<file path="src/rtl/snc_pkg.sv">
// ----------------------------------------------------------------------------
// Snap candidate selector package
// Item types, register addresses and fixed widths shared across the block.
// ----------------------------------------------------------------------------
package snc_pkg;

    localparam int KIND_W   = 3;
    localparam int OBJ_W    = 32;
    localparam int DIST_W   = 16;
    localparam int WORD_W   = 32;
    localparam int MASK_W   = 6;

    localparam logic [KIND_W-1:0] KIND_NONE = 3'd6;

    // Exponent field of an IEEE single word.
    localparam int             EXP_LSB     = 23;
    localparam int             EXP_W       = 8;
    localparam logic [EXP_W-1:0] EXP_SPECIAL = 8'hFF;

    localparam int QDEPTH = 2;
    localparam int QPTR_W = 1;
    localparam logic [QPTR_W:0] QCOUNT_FULL = 2'd2;

    localparam int APB_ADDR_W = 3;
    localparam int APB_DATA_W = 32;
    localparam logic [APB_ADDR_W-1:0] ADDR_ALLOWED_KINDS = 3'd0;
    localparam logic [APB_ADDR_W-1:0] ADDR_MAX_DISTANCE  = 3'd4;

    localparam logic [MASK_W-1:0] ALLOWED_KINDS_RESET = 6'h3F;
    localparam logic [DIST_W-1:0] MAX_DISTANCE_RESET  = 16'hFFFF;

    typedef struct packed {
        logic [KIND_W-1:0] snap_kind;
        logic [OBJ_W-1:0]  object_id;
        logic [DIST_W-1:0] screen_distance;
        logic              distance_is_finite;
        logic [WORD_W-1:0] position_x;
        logic [WORD_W-1:0] position_y;
        logic [WORD_W-1:0] position_z;
        logic              last_in_list;
    } cand_t;

    typedef struct packed {
        logic              found;
        logic [KIND_W-1:0] best_kind;
        logic [OBJ_W-1:0]  best_object;
        logic [DIST_W-1:0] best_distance;
        logic [WORD_W-1:0] best_x;
        logic [WORD_W-1:0] best_y;
        logic [WORD_W-1:0] best_z;
    } result_t;

    typedef struct packed {
        logic [MASK_W-1:0] allowed_kinds;
        logic [DIST_W-1:0] max_distance;
    } cfg_t;

    // A classified candidate as it waits between front and back.
    typedef struct packed {
        logic              pass;
        logic              last;
        logic [KIND_W-1:0] kind;
        logic [OBJ_W-1:0]  object;
        logic [DIST_W-1:0] distance;
        logic [WORD_W-1:0] pos_x;
        logic [WORD_W-1:0] pos_y;
        logic [WORD_W-1:0] pos_z;
    } qentry_t;

    typedef struct packed {
        logic    valid;
        qentry_t entry;
    } qhead_t;

    function automatic logic word_finite(input logic [WORD_W-1:0] w);
        return w[EXP_LSB +: EXP_W] != EXP_SPECIAL;
    endfunction

endpackage

</file>
<file path="src/rtl/snc_if.sv">
// ----------------------------------------------------------------------------
// Snap candidate selector stream interfaces
// Valid/ready channels for candidate items and result items.
// ----------------------------------------------------------------------------
interface snc_cand_if
    import snc_pkg::*;
();
    logic  valid;
    logic  ready;
    cand_t payload;

    modport source (output valid, output payload, input ready);
    modport sink   (input valid, input payload, output ready);
endinterface

interface snc_res_if
    import snc_pkg::*;
();
    logic    valid;
    logic    ready;
    result_t payload;

    modport source (output valid, output payload, input ready);
    modport sink   (input valid, input payload, output ready);
endinterface

</file>
<file path="src/rtl/snap_candidate_selector.sv">
// ----------------------------------------------------------------------------
// Snap candidate selector
// Streams snap candidates and reports the best one at the end of each list.
// ----------------------------------------------------------------------------
// Candidates arrive one item per cycle on the cand channel while cand.ready
// is high; results leave on the res channel, one for each last candidate.
// A last candidate is stored in the queue before its result is registered.
// Throughput is one candidate per cycle while res is not stalled, set by the
// single compare-and-update step of the back end, one queued item each cycle.
// A two-entry queue lies between classification and selection. When res is
// stalled, the result register holds its item and candidates that are not
// last keep flowing; the next last candidate waits at the queue head, and
// cand.ready falls once the queue is full.
// Reset empties the queue and the held best and sets allowed_kinds to all
// kinds and max_distance to its largest value. The APB port writes the two
// registers at byte addresses 0 and 4 and reads them back; it is meant to be
// written only while no list is in flight.
// ----------------------------------------------------------------------------
module snap_candidate_selector
    import snc_pkg::*;
#(
    parameter int DISTANCE_BITS = 16
)
(
    input  logic                  clk,
    input  logic                  rst_n,
    input  logic                  psel,
    input  logic                  penable,
    input  logic                  pwrite,
    input  logic [APB_ADDR_W-1:0] paddr,
    input  logic [APB_DATA_W-1:0] pwdata,
    output logic [APB_DATA_W-1:0] prdata,
    output logic                  pready,
    snc_cand_if.sink              cand,
    snc_res_if.source             res
);

    localparam int DW = (DISTANCE_BITS < DIST_W) ? DISTANCE_BITS : DIST_W;
    localparam logic [DIST_W-1:0] DIST_MASK = DIST_W'((33'd1 << DW) - 33'd1);

    logic [MASK_W-1:0] allowed_reg;
    logic [MASK_W-1:0] allowed_next;
    logic [DIST_W-1:0] max_dist_reg;
    logic [DIST_W-1:0] max_dist_next;
    logic              wr_en;
    cfg_t              cfg;
    logic              q_full;
    logic              push;
    logic              pop;
    qentry_t           entry;
    qhead_t            head;

    assign pready = 1'b1;
    assign wr_en  = psel && penable && pwrite;

    always_comb
    begin
        allowed_next  = allowed_reg;
        max_dist_next = max_dist_reg;
        if (wr_en)
        begin
            case (paddr)
                ADDR_ALLOWED_KINDS: allowed_next  = pwdata[MASK_W-1:0];
                ADDR_MAX_DISTANCE:  max_dist_next = pwdata[DIST_W-1:0] & DIST_MASK;
                default:            ;
            endcase
        end
    end

    always_comb
    begin
        case (paddr)
            ADDR_ALLOWED_KINDS: prdata = {{(APB_DATA_W-MASK_W){1'b0}}, allowed_reg};
            ADDR_MAX_DISTANCE:  prdata = {{(APB_DATA_W-DIST_W){1'b0}}, max_dist_reg};
            default:            prdata = '0;
        endcase
    end

    always_ff @(posedge clk or negedge rst_n)
    begin
        if (!rst_n)
        begin
            allowed_reg  <= ALLOWED_KINDS_RESET;
            max_dist_reg <= MAX_DISTANCE_RESET & DIST_MASK;
        end
        else
        begin
            allowed_reg  <= allowed_next;
            max_dist_reg <= max_dist_next;
        end
    end

    assign cfg.allowed_kinds = allowed_reg;
    assign cfg.max_distance  = max_dist_reg;

    snc_front #(
        .DISTANCE_BITS (DISTANCE_BITS)
    ) u_front (
        .in_valid (cand.valid),
        .cand     (cand.payload),
        .cfg      (cfg),
        .q_full   (q_full),
        .in_ready (cand.ready),
        .push     (push),
        .entry    (entry)
    );

    snc_queue u_queue (
        .clk        (clk),
        .rst_n      (rst_n),
        .push       (push),
        .push_entry (entry),
        .pop        (pop),
        .full       (q_full),
        .head       (head)
    );

    snc_back u_back (
        .clk       (clk),
        .rst_n     (rst_n),
        .head      (head),
        .pop       (pop),
        .out_valid (res.valid),
        .out_ready (res.ready),
        .out_item  (res.payload)
    );

endmodule

</file>
<file path="src/rtl/snc_front.sv">
// ----------------------------------------------------------------------------
// Snap candidate selector front
// Accepts candidate items while the queue has room and classifies them.
// ----------------------------------------------------------------------------
module snc_front
    import snc_pkg::*;
#(
    parameter int DISTANCE_BITS = 16
)
(
    input  logic    in_valid,
    input  cand_t   cand,
    input  cfg_t    cfg,
    input  logic    q_full,
    output logic    in_ready,
    output logic    push,
    output qentry_t entry
);

    localparam int DW = (DISTANCE_BITS < DIST_W) ? DISTANCE_BITS : DIST_W;
    localparam logic [DIST_W-1:0] DIST_MASK = DIST_W'((33'd1 << DW) - 33'd1);

    logic [DIST_W-1:0] dist_masked;
    logic [7:0]        allowed_ext;
    logic              kind_ok;
    logic              dist_ok;
    logic              pos_ok;

    assign in_ready = !q_full;
    assign push     = in_valid && !q_full;

    assign dist_masked = cand.screen_distance & DIST_MASK;
    // Widened so that the none code and the unused code index a zero bit.
    assign allowed_ext = {2'b00, cfg.allowed_kinds};
    assign kind_ok     = (cand.snap_kind < KIND_NONE) && allowed_ext[cand.snap_kind];
    assign dist_ok     = cand.distance_is_finite && (dist_masked <= cfg.max_distance);
    assign pos_ok      = word_finite(cand.position_x) && word_finite(cand.position_y)
                         && word_finite(cand.position_z);

    always_comb
    begin
        entry.pass     = kind_ok && dist_ok && pos_ok;
        entry.last     = cand.last_in_list;
        entry.kind     = cand.snap_kind;
        entry.object   = cand.object_id;
        entry.distance = dist_masked;
        entry.pos_x    = cand.position_x;
        entry.pos_y    = cand.position_y;
        entry.pos_z    = cand.position_z;
    end

endmodule

</file>
<file path="src/rtl/snc_queue.sv">
// ----------------------------------------------------------------------------
// Snap candidate selector queue
// Short queue of classified items between the front and the back.
// ----------------------------------------------------------------------------
module snc_queue
    import snc_pkg::*;
(
    input  logic    clk,
    input  logic    rst_n,
    input  logic    push,
    input  qentry_t push_entry,
    input  logic    pop,
    output logic    full,
    output qhead_t  head
);

    qentry_t           mem [QDEPTH];
    logic [QPTR_W-1:0] wr_ptr_reg;
    logic [QPTR_W-1:0] wr_ptr_next;
    logic [QPTR_W-1:0] rd_ptr_reg;
    logic [QPTR_W-1:0] rd_ptr_next;
    logic [QPTR_W:0]   count_reg;
    logic [QPTR_W:0]   count_next;

    assign full       = (count_reg == QCOUNT_FULL);
    assign head.valid = (count_reg != '0);
    assign head.entry = mem[rd_ptr_reg];

    always_comb
    begin
        wr_ptr_next = push ? wr_ptr_reg + 1'b1 : wr_ptr_reg;
        rd_ptr_next = pop  ? rd_ptr_reg + 1'b1 : rd_ptr_reg;
        count_next  = count_reg;
        if (push && !pop)
        begin
            count_next = count_reg + 1'b1;
        end
        else if (pop && !push)
        begin
            count_next = count_reg - 1'b1;
        end
    end

    always_ff @(posedge clk)
    begin
        if (push)
        begin
            mem[wr_ptr_reg] <= push_entry;
        end
    end

    always_ff @(posedge clk or negedge rst_n)
    begin
        if (!rst_n)
        begin
            wr_ptr_reg <= '0;
            rd_ptr_reg <= '0;
            count_reg  <= '0;
        end
        else
        begin
            wr_ptr_reg <= wr_ptr_next;
            rd_ptr_reg <= rd_ptr_next;
            count_reg  <= count_next;
        end
    end

endmodule

</file>
<file path="src/rtl/snc_back.sv">
// ----------------------------------------------------------------------------
// Snap candidate selector back
// Keeps the running best and loads the result register on the last item.
// ----------------------------------------------------------------------------
module snc_back
    import snc_pkg::*;
(
    input  logic    clk,
    input  logic    rst_n,
    input  qhead_t  head,
    output logic    pop,
    output logic    out_valid,
    input  logic    out_ready,
    output result_t out_item
);

    logic              have_reg;
    logic              have_next;
    logic [KIND_W-1:0] kind_reg;
    logic [OBJ_W-1:0]  obj_reg;
    logic [DIST_W-1:0] dist_reg;
    logic [WORD_W-1:0] x_reg;
    logic [WORD_W-1:0] y_reg;
    logic [WORD_W-1:0] z_reg;
    logic              out_valid_reg;
    logic              out_valid_next;
    result_t           out_reg;
    result_t           out_next;
    logic              out_free;
    logic              better;
    logic              take;
    logic              have_upd;
    logic              emit;

    assign out_free = !out_valid_reg || out_ready;
    // A last item may leave the queue only when the result register is free.
    assign pop      = head.valid && (!head.entry.last || out_free);
    assign emit     = pop && head.entry.last;

    assign better = !have_reg
                    || (head.entry.kind < kind_reg)
                    || ((head.entry.kind == kind_reg)
                        && ((head.entry.distance < dist_reg)
                            || ((head.entry.distance == dist_reg)
                                && (head.entry.object < obj_reg))));
    assign take     = pop && head.entry.pass && better;
    assign have_upd = have_reg || take;

    always_comb
    begin
        have_next      = emit ? 1'b0 : have_upd;
        out_valid_next = out_valid_reg && !out_ready;
        out_next       = out_reg;
        if (emit)
        begin
            out_valid_next = 1'b1;
            if (!have_upd)
            begin
                out_next = '0;
            end
            else if (take)
            begin
                out_next.found         = 1'b1;
                out_next.best_kind     = head.entry.kind;
                out_next.best_object   = head.entry.object;
                out_next.best_distance = head.entry.distance;
                out_next.best_x        = head.entry.pos_x;
                out_next.best_y        = head.entry.pos_y;
                out_next.best_z        = head.entry.pos_z;
            end
            else
            begin
                out_next.found         = 1'b1;
                out_next.best_kind     = kind_reg;
                out_next.best_object   = obj_reg;
                out_next.best_distance = dist_reg;
                out_next.best_x        = x_reg;
                out_next.best_y        = y_reg;
                out_next.best_z        = z_reg;
            end
        end
    end

    always_ff @(posedge clk)
    begin
        if (take)
        begin
            kind_reg <= head.entry.kind;
            obj_reg  <= head.entry.object;
            dist_reg <= head.entry.distance;
            x_reg    <= head.entry.pos_x;
            y_reg    <= head.entry.pos_y;
            z_reg    <= head.entry.pos_z;
        end
        out_reg <= out_next;
    end

    always_ff @(posedge clk or negedge rst_n)
    begin
        if (!rst_n)
        begin
            have_reg      <= 1'b0;
            out_valid_reg <= 1'b0;
        end
        else
        begin
            have_reg      <= have_next;
            out_valid_reg <= out_valid_next;
        end
    end

    assign out_valid = out_valid_reg;
    assign out_item  = out_reg;

endmodule

</file>
<file path="src/flat_wrapper.sv">
// flat-port wrapper written by rule: the top's interface ports become plain ports
module snap_candidate_selector_flat import snc_pkg::*;
#(
    parameter int DISTANCE_BITS = 16
)
  (clk, rst_n, psel, penable, pwrite, paddr, pwdata, prdata, pready, cand_valid, cand_payload, cand_ready, res_valid, res_payload, res_ready);
  snc_cand_if cand_i ();
  snc_res_if res_i ();
  input  logic clk;
  input  logic rst_n;
  input  logic psel;
  input  logic penable;
  input  logic pwrite;
  input  logic [APB_ADDR_W-1:0] paddr;
  input  logic [APB_DATA_W-1:0] pwdata;
  output logic [APB_DATA_W-1:0] prdata;
  output logic pready;
  input wire logic [$bits(cand_i.valid)-1:0] cand_valid;
  input wire logic [$bits(cand_i.payload)-1:0] cand_payload;
  output wire logic [$bits(cand_i.ready)-1:0] cand_ready;
  output wire logic [$bits(res_i.valid)-1:0] res_valid;
  output wire logic [$bits(res_i.payload)-1:0] res_payload;
  input wire logic [$bits(res_i.ready)-1:0] res_ready;
  assign cand_i.valid = cand_valid;
  assign cand_i.payload = cand_payload;
  assign cand_ready = cand_i.ready;
  assign res_valid = res_i.valid;
  assign res_payload = res_i.payload;
  assign res_i.ready = res_ready;
  snap_candidate_selector #(.DISTANCE_BITS(DISTANCE_BITS)) u_core (.clk(clk), .rst_n(rst_n), .psel(psel), .penable(penable), .pwrite(pwrite), .paddr(paddr), .pwdata(pwdata), .prdata(prdata), .pready(pready), .cand(cand_i), .res(res_i));
endmodule
</file>
<file path="config.mk">
export PLATFORM = sky130hd
export DESIGN_NAME = snap_candidate_selector_flat
export DESIGN_NICKNAME = d
export VERILOG_FILES = /design/src/rtl/snc_pkg.sv /design/src/rtl/snc_if.sv /design/src/rtl/snap_candidate_selector.sv /design/src/rtl/snc_front.sv /design/src/rtl/snc_queue.sv /design/src/rtl/snc_back.sv /design/src/flat_wrapper.sv
export SDC_FILE = /design/constraint.sdc
export NUM_CORES = 1
export LEC_CHECK = 0
export BUFFER_PORTS_ARGS = -buffer_cell sky130_fd_sc_hd__buf_4
export CORE_UTILIZATION = 40
export CTS_BUF_LIST = sky130_fd_sc_hd__clkbuf_16
export DETAILED_ROUTE_END_ITERATION = 10
export PLACE_DENSITY = 0.67
export SYNTH_ARGS = -nofsm -noshare
export SYNTH_HDL_FRONTEND = slang
export SYNTH_HIERARCHICAL = 1
export SYNTH_SLANG_ARGS = --single-unit
</file>
<file path="constraint.sdc">
create_clock -name clk -period 17.9 [get_ports clk]
set_clock_uncertainty 0.2 [all_clocks]
set_input_delay 3.58 -clock clk [delete_from_list [all_inputs] [get_ports clk]]
set_output_delay 3.58 -clock clk [all_outputs]
set_load 0.02 [all_outputs]
</file>
==> metrics.txt <==
drt via density just over 5; Main synth FF type edfxtp_1; Detail Route Antenna Nets 0; GP Congestion approximately 0.8; post-route cell area between 30,000 and 40,000 um^2; clock transition at the registers of the reported paths approximately 50 ps; Most flops, register u_core/u_queue/mem; top area cells in the synthesized netlist edfxtp_1 (67%), mux2_4 (6.2%), buf_4 (4.6%), o21ai_0 (4.6%), ha_1 (3.1%); Congestion Overflow GR 0; largest net degree at the start of global routing 93; final worst slack 9579 ps; Critical Path Max Stage Delay 450 ps; status finished, violations left; H-tree level count 3; critical path arrival 4540 ps; Detailed Route WL ~58,000 um; Power Density 198.8 nW/um^2; Cell Area, Placed 28,900 um^2; Gate Count Post-Synth approximately 1,700; crit share post-route 0.4649; CP Capture Type output port; cell repeated most along the worst path buf_4; VDD IR max roughly 0.11 mV; number of hold buffers added after CTS 0; Tot GR Track Use 0.1674; worst-skew pair later-pin latency approximately 600 ps; RSZ-0062 raised after global routing false; Vias 14,505; Root Buffer clkbuf_16; synth unique cells between 50 and 60; Initial Util 0.4058; Slew Viols, Final 0; area added between synthesis and finish 15.89%; DP HPWL around 36,000 um; DIE HEIGHT 260.7 um; drt drc 17; commonest non-fill, non-tap cell in the layout edfxtp_1; Crit Path Max Fanout 11; Filler Cell Count around 5,600; Core ar. between 60,000 and 70,000 um^2; final hold vios 0; drt initial violations between 900 and 1,000; Final Critical Period between 8000 and 9000 ps; share of layout cells above drive strength 1 0.3377; Slowest-stage cell, CP nor2_1; Critical Path RT ~14,000 ps; first-pass GRT wire length 86,420 um; CP bufs+invs 2; I/O pins 374; most frequent cells in the layout edfxtp_1 (593), buf_4 (356), o21ai_0 (247); final core occ 0.4702; Total Neg Setup Slack 0 ps; Yosys reg bits between 600 and 700; post_cts resized 0; Seq/Total Area, Yosys 0.6923; # port buffers between 300 and 400; # rows 94; Avg Cell Area, Syn 15.37 um^2; post-synth top area cell edfxtp_1; FFs w/ async S/R, synth 0.04509; routed len/inst between 20 and 25 um; post-CTS setup buffer count 0; Leakage 11.76 nW; n_diodes 0; synthesized area about 27,000 um^2; Hold WC Path Type reg -> reg; vias in the first global route roughly 15,000; Worst-Margin Slew ~1200 ps; Largest register FFs 298; Max Buffers Root-to-Sink 3; CTS sink cnt slightly above 600; die width 260.7 um; cell family with most CP delay simple AND/OR/NAND/NOR gates; number of flops mapped to enable cells by yosys 593; max-cap check violation count 0; fmax between 100 and 150 MHz; critical path class in -> out; area of the die 67,970 um^2; crit start category primary input; initial antenna violation count 3; Yosys warnings 6; Num CTS Buffers 69; First-pass DRT Iterations 8; worst rel slew slack 0.2164; failing checks DRC; Place WS 9597 ps; Yosys top cell area share 0.6651; Final setup viols 0; Final nets between 2,000 and 2,500; CTS tree built; CP cell instances buf_4 -> nor2_1 -> and3_1 -> buf_4
where the power goes:
part           switching (mW)  internal, mW
registers               0.176          2.43
clock network           0.575         0.753
logic                    1.43         0.800
total                    2.18          3.99
per-stage QoR:
step | hold slack, ps | total power, mW | std cells
after floorplan | 247.4 | 4.165 | 1757
after global placement | 266.4 | 4.814 | 2727
after detailed placement | 288.8 | 4.891 | 2727
after CTS | 298.2 | 6.245 | 2851
after global routing | 308.4 | 6.517 | 2851
final | 294.1 | 6.169 | 2851
final cells by class:
cell class                      instances  area [um^2]  share of cell area
Clock buffer                           69         1727             0.05565
Clock inverter                         55        400.4             0.01290
Inverter                               73        276.5            0.008912
Multi-Input combinational cell        813         6331              0.2040
Sequential cell                       621        18540              0.5975
Tap cell                              864         1081             0.03484
Timing Repair Buffer                  356         2673             0.08614
Yosys cell counts, types with 10 or more instances:
cell,n
mux2_4,110
o31ai_2,10
buf_2,11
edfxtp_1,593
nor2_1,16
buf_4,165
dfstp_2,22
nand4_1,14
ha_1,67
clkbuf_1,40
buf_6,17
o21ai_0,247
nand2_1,120
and3_1,11
inv_1,71
mux2_2,61
a21oi_1,31
o31ai_1,38
final timing paths:
check,startpoint,endpoint,slack [ps],cells after the start
max,paddr[1],prdata[11],9580,4
min,u_core/u_queue/count_reg[1],u_core/u_queue/count_reg[1],290,1
max reg2reg,u_core/u_queue/rd_ptr_reg,u_core/u_back/out_item[65],10360,12
min reg2reg,u_core/u_queue/count_reg[1],u_core/u_queue/count_reg[1],290,1
max in group asynchronous,rst_n,u_core/max_dist_reg[11],14470,1
min in group asynchronous,rst_n,u_core/u_queue/wr_ptr_reg,2700,1
cell families after synthesis:
family	count (synthesis)	share of synthesized area
other	2	0.0002805
XOR/XNOR	5	0.001636
multiplexers	180	0.09118
adder cells (fa/ha/maj)	67	0.03131
buffers and inverters	323	0.07501
AND/OR/NAND/NOR	192	0.03398
AO/OA/AOI/OAI	352	0.07431
flip-flops	621	0.6923
routing by layer:
metal | part of all wire | GRT usage
met5 | 0.00022 | 0
met4 | 0.024 | 0.06270
met3 | 0.073 | 0.04215
met2 | 0.51 | 0.2892
met1 | 0.39 | 0.2006
(Power assumes the default switching activity.)
